--- src/sv/geometry_param_lagrange_eval_macros.svh ---
// Assertion macros for the Lagrange evaluator.
// Used by the top level only; no other dependencies.
`ifndef GEOMETRY_PARAM_LAGRANGE_EVAL_MACROS_SVH
`define GEOMETRY_PARAM_LAGRANGE_EVAL_MACROS_SVH

// Check that a condition implies a property on the next edge.
`define GPLE_ASSERT_NEXT(label, cond, prop, msg) \
  label: assert property (@(posedge clk) disable iff (rst) (cond) |=> (prop)) \
    else $error(msg);

// Check that a condition implies a property in the same cycle.
`define GPLE_ASSERT_NOW(label, cond, prop, msg) \
  label: assert property (@(posedge clk) disable iff (rst) (cond) |-> (prop)) \
    else $error(msg);

`endif

--- src/sv/gple_ram.sv ---
// Generic single-port-write, single-read RAM with registered read.
// No dependencies.
`timescale 1ns / 1ps
`default_nettype none
module gple_ram #(
  parameter int Width = 8,
  parameter int Depth = 8
) (
  input  wire logic                     clk,
  input  wire logic                     we,
  input  wire logic [$clog2(Depth)-1:0] waddr,
  input  wire logic [Width-1:0]         wdata,
  input  wire logic [$clog2(Depth)-1:0] raddr,
  output logic [Width-1:0]              rdata
);
  logic [Width-1:0] mem [Depth];

  always_ff @(posedge clk) begin
    if (we) begin
      mem[waddr] <= wdata;
    end
    rdata <= mem[raddr];
  end
endmodule
`default_nettype wire

--- config.mk ---
export PLATFORM = sky130hd
export DESIGN_NAME = gple_ram
export DESIGN_NICKNAME = d
export VERILOG_FILES = /design/src/sv/geometry_param_lagrange_eval_macros.svh /design/src/sv/gple_ram.sv
export SDC_FILE = /design/constraint.sdc
export NUM_CORES = 1
export LEC_CHECK = 0
export BUFFER_PORTS_ARGS = -buffer_cell sky130_fd_sc_hd__buf_2
export CAP_MARGIN = 5
export CELL_PAD_IN_SITES_DETAIL_PLACEMENT = 0
export CELL_PAD_IN_SITES_GLOBAL_PLACEMENT = 1
export CORE_MARGIN = 3
export CORE_UTILIZATION = 35
export DETAILED_ROUTE_END_ITERATION = 7
export PLACE_DENSITY_LB_ADDON = 0.1
export SLEW_MARGIN = 20
export SYNTH_ARGS = -nofsm -noshare
export SYNTH_HDL_FRONTEND = slang
export SYNTH_SLANG_ARGS = --single-unit
--- constraint.sdc ---
create_clock -name clk -period 1.6 [get_ports clk]
set_input_delay 0 -clock clk [delete_from_list [all_inputs] [get_ports clk]]
set_output_delay 0 -clock clk [all_outputs]
set_load 0.01 [all_outputs]
### After elaboration in Yosys (flattened, before gate mapping)

Memories as Yosys holds them, arrays and structs flattened. A register that Yosys moved wholly into a read port is not among the register bits.
Index checks and enable logic that the tools add are counted.

| word-level totals | value |
|---|---|
| RAM bits | 64 |
| flip-flop bits (word level) | 0 |
| input bits | 16 |
| memories kept | 1 |
| logic and storage cells | 3 |
| output and inout port bits | 8 |

Memories:

| memory | words | width | read ports | clocked after memory_dff | wr ports | line | text |
|---|---|---|---|---|---|---|---|
| mem | 8 | 8 | 1 | 1 | 1 | gple_ram.sv:16 | `logic [Width-1:0] mem [Depth];` |

| cells by class | value |
|---|---|
| mux-type cells | 2 |

Operators with widths:

| operator | number |
|---|---|
| $mux 1 | 2 |

### Longest topological paths before layout

| logic depth | value |
|---|---|
| word-level depth | 2 |
| gate-level depth with buffers | 4 |
| gate-level depth less buffers | 2 |

### Worst setup path after synthesis

OpenSTA, ideal clock, no wires.

| path | value |
|---|---|
| kind | register -> register |
| start point | memory mem[3][1] |
| end point | register rdata[1], read port of mem |
| stages on the path, launching flop included | 3 |
| path slack | 0.417 ns |
| required time | 1.479 ns |
| data arrival time | 1.063 ns |
| setup time | 0.121 ns |
| cell sequence | edfxtp_1 mux4_1 mux2_2 |

RTL lines:

| item | line | text |
|---|---|---|
| start, declared | gple_ram.sv:16 |  |
| end, declared | gple_ram.sv:14 | `output logic [Width-1:0] rdata` |

==> results.toml <==
[status]
status = "finished clean"

[sta]
whs_ns = 0.1341
setup_ws_ns = 0.3238
worst_slew_pin_slew_ns = 0.4150
fin_crit_sh_pct = 79.76
hold_viol = 0
drv_slew = 0
setup_viol_count_final = 0
max_freq_mhz = 783.6
finClkSkew_ns = 0.008280
rsz0062_at_grt = "no"
relSlewSlack_pct = 72.33
min_period_ns = 1.276
setup_tns_ns = 0

[placed_design]
port_buffers = 23
place_ws_ns = 0.3308
hpwl_mm = 3.134
place_area_mm2 = 0.002967
place.gp.congestion = 0.6297

[finish]
drive_above_1_share_pct = 31.52
fillers = 675
nNetsFinal = 176
fin_util_pct = 43.79
diodes = 0
finalInstanceArea_mm2 = 0.003227
area_delta_synth_final_pct = 19.90

[global_route]
busiest_layer = "met2"
grt_antenna_before_repair = 0
use_met2_pct = 22.06
grt_use_total_pct = 12.96
use_met3_pct = 2.804
grt_max_degree = 17
grt_first_pass_wirelength_mm = 7.941
grt_remaining_overflow = 0
grt_pass1_vias = 1450
use_met1_pct = 15.47

[routing]
remaining_drc_errors = 0
wire_per_inst_um = 19.17
routed_wl_mm = 5.061
ant_nets = 0
vias = 1256
drt-initial-drc-count = 88
viasPerCell = 4.758
drt_pass1_iterations = 5

[worst_setup_path]
critical_path.max_fanout = 1
max_stage_delay_ns = 0.53
r2r-end = "rdata[2]$_DFF_P_"
worst_setup_path_start_kind = "flop"
reg2reg_slack_ns = 0.32
critPathArrivalTime_ns = 1.49
crit_slowest_cell = "mux4_1"
crit_chain = "mux4_1 > mux2_2"
crit_type = "flop to flop"
cpLargestDelayFamily = "multiplexers"
path_buf_inv = 0
reg2reg_depth = 2
cp-end-kind = "flop"
r2r-start = "mem[3][2]$_DFFE_PP_"
cp.required_ns = 1.82

[clocking]
cts-root-buf = "clkbuf_8"
post-cts-setup-buffers = 0
cts_sinks = 72
htree_levels = 3
clkLatencyLatePin_ns = 0.33
cts_tree = "yes"
numCtsBuffers = 9
clk_path_buf_depth = 2
clk_pin_slew_worst_paths_ns = 0.08

[power]
power_density_mw_per_mm2 = 1143
leakage_uw = 0.001128
ir_drop_uv = 374.7

[logic_synthesis]
ys_ff_latch = 72
netlist_instances = 114
ys_seq_area_share_pct = 77.36
netlist_area_mm2 = 0.002691
synth_fp_nets = 130
avgSynthCellArea_um2 = 23.61
synth_warnings = 0
synth.distinct_cells = 14

[die]
floorplan.initialDensity_pct = 36.52
dieArea_mm2 = 0.008778
die_h_um = 93.69
io_pins = 24
placementRows = 31
die_x_um = 93.69
core_area_mm2 = 0.007370

[worst_hold_path]
hold_start = "raddr[1]"
hold_class = "primary input to flop"
min_to = "rdata[7]$_DFF_P_"
hold_depth = 2

[job]
maxCapViolations = 0
## worst reg2reg max path: cells and delay by family, from the launching register on
family / cells / cell delay [ns]
flip-flops: 1 / 0.36
multiplexers: 2 / 0.81
## report_power, final
part / total, µW / leakage [µW] / internal (µW) / switching [µW]
Clock: 1320 / 0.0000857 / 712 / 607
Combinational: 234 / 0.000393 / 119 / 114
Sequential: 2140 / 0.000649 / 2120 / 15.8
## metal layers
metal / part of all wire (%) / up-vias
li1: - / 573
met5: 0 / -
met2: 54 / 28
met4: 1.2 / 0
met1: 42 / 649
met3: 3.1 / 6
## cells in the mapped netlist
cell       n  share of area, %
buf_1      1              0.14
buf_12     1              0.74
buf_2      1              0.19
buf_6      1              0.42
clkbuf_1   1              0.14
dfxtp_1    8               6.0
edfxtp_1  64                71
mux2_2     8               3.3
mux4_1    15                15
mux4_2     1              0.84
nand2_1    2              0.28
nand2b_1   3              0.70
nor2_1     6              0.84
nor3_1     2              0.37
## state kept, by name, indices dropped and copies added (netlist names)
| name | cells |
|---|---|
| rdata | 8 |
| mem | 64 |
## cells by family after synthesis
| group | share of synthesized area, % |
|---|---|
| buffers and inverters | 1.627 |
| and+or+nand+nor | 2.185 |
| DFF | 77.36 |
| muxes | 18.83 |
## metrics by stage
step	power, µW	std cells
2_1_floorplan	2300	114
3_3_place_gp	2389	240
3_5_place_dp	2404	240
4_1_cts	3740	264
5_1_grt	3851	264
6_report	3690	264
## repair_timing
action,in CTS,in global routing
gates resized for setup,0,0
hold buffers,8,0
hold endpoints to repair,64,0
## layout make-up
type | count | area (µm²) | share of cell area, %
multi-input combinational | 37 | 565.5 | 17.53
clock buffer | 12 | 135.1 | 4.188
tap | 99 | 123.9 | 3.839
clock inverter | 4 | 45.04 | 1.396
timing repair buffer | 40 | 275.3 | 8.530
sequential | 72 | 2082 | 64.52
## how the worst max path moves through the flow
stage / slack [ns] / cells after the start / startpoint / end
floorplan: 0.42 / 2 / mem[3][1]$_DFFE_PP_ / rdata[1]$_DFF_P_
detailed placement: 0.33 / 2 / mem[3][1]$_DFFE_PP_ / rdata[1]$_DFF_P_
global route: 0.28 / 2 / mem[1][5]$_DFFE_PP_ / rdata[5]$_DFF_P_
finish: 0.32 / 2 / mem[3][2]$_DFFE_PP_ / rdata[2]$_DFF_P_
CTS: 0.31 / 2 / mem[2][2]$_DFFE_PP_ / rdata[2]$_DFF_P_
global placement: 0.35 / 4 / raddr[0] / rdata[3]$_DFF_P_
## cell usage in the layout, fill, tap and decap left out, drive strengths merged
cell type    synthesis  routed
edfxtp              64      64
buf                  4      32
mux4                16      16
clkbuf               1      12
mux2                 8       8
dlygate4sd3          0       8
dfxtp                8       8
nor2                 6       6
nand2b               3       3
nand2                2       2
nor3                 2       2
clkinv               0       2
clkinvlp             0       1
bufinv               0       1
Note: power is estimated with default switching activity, not from simulation.
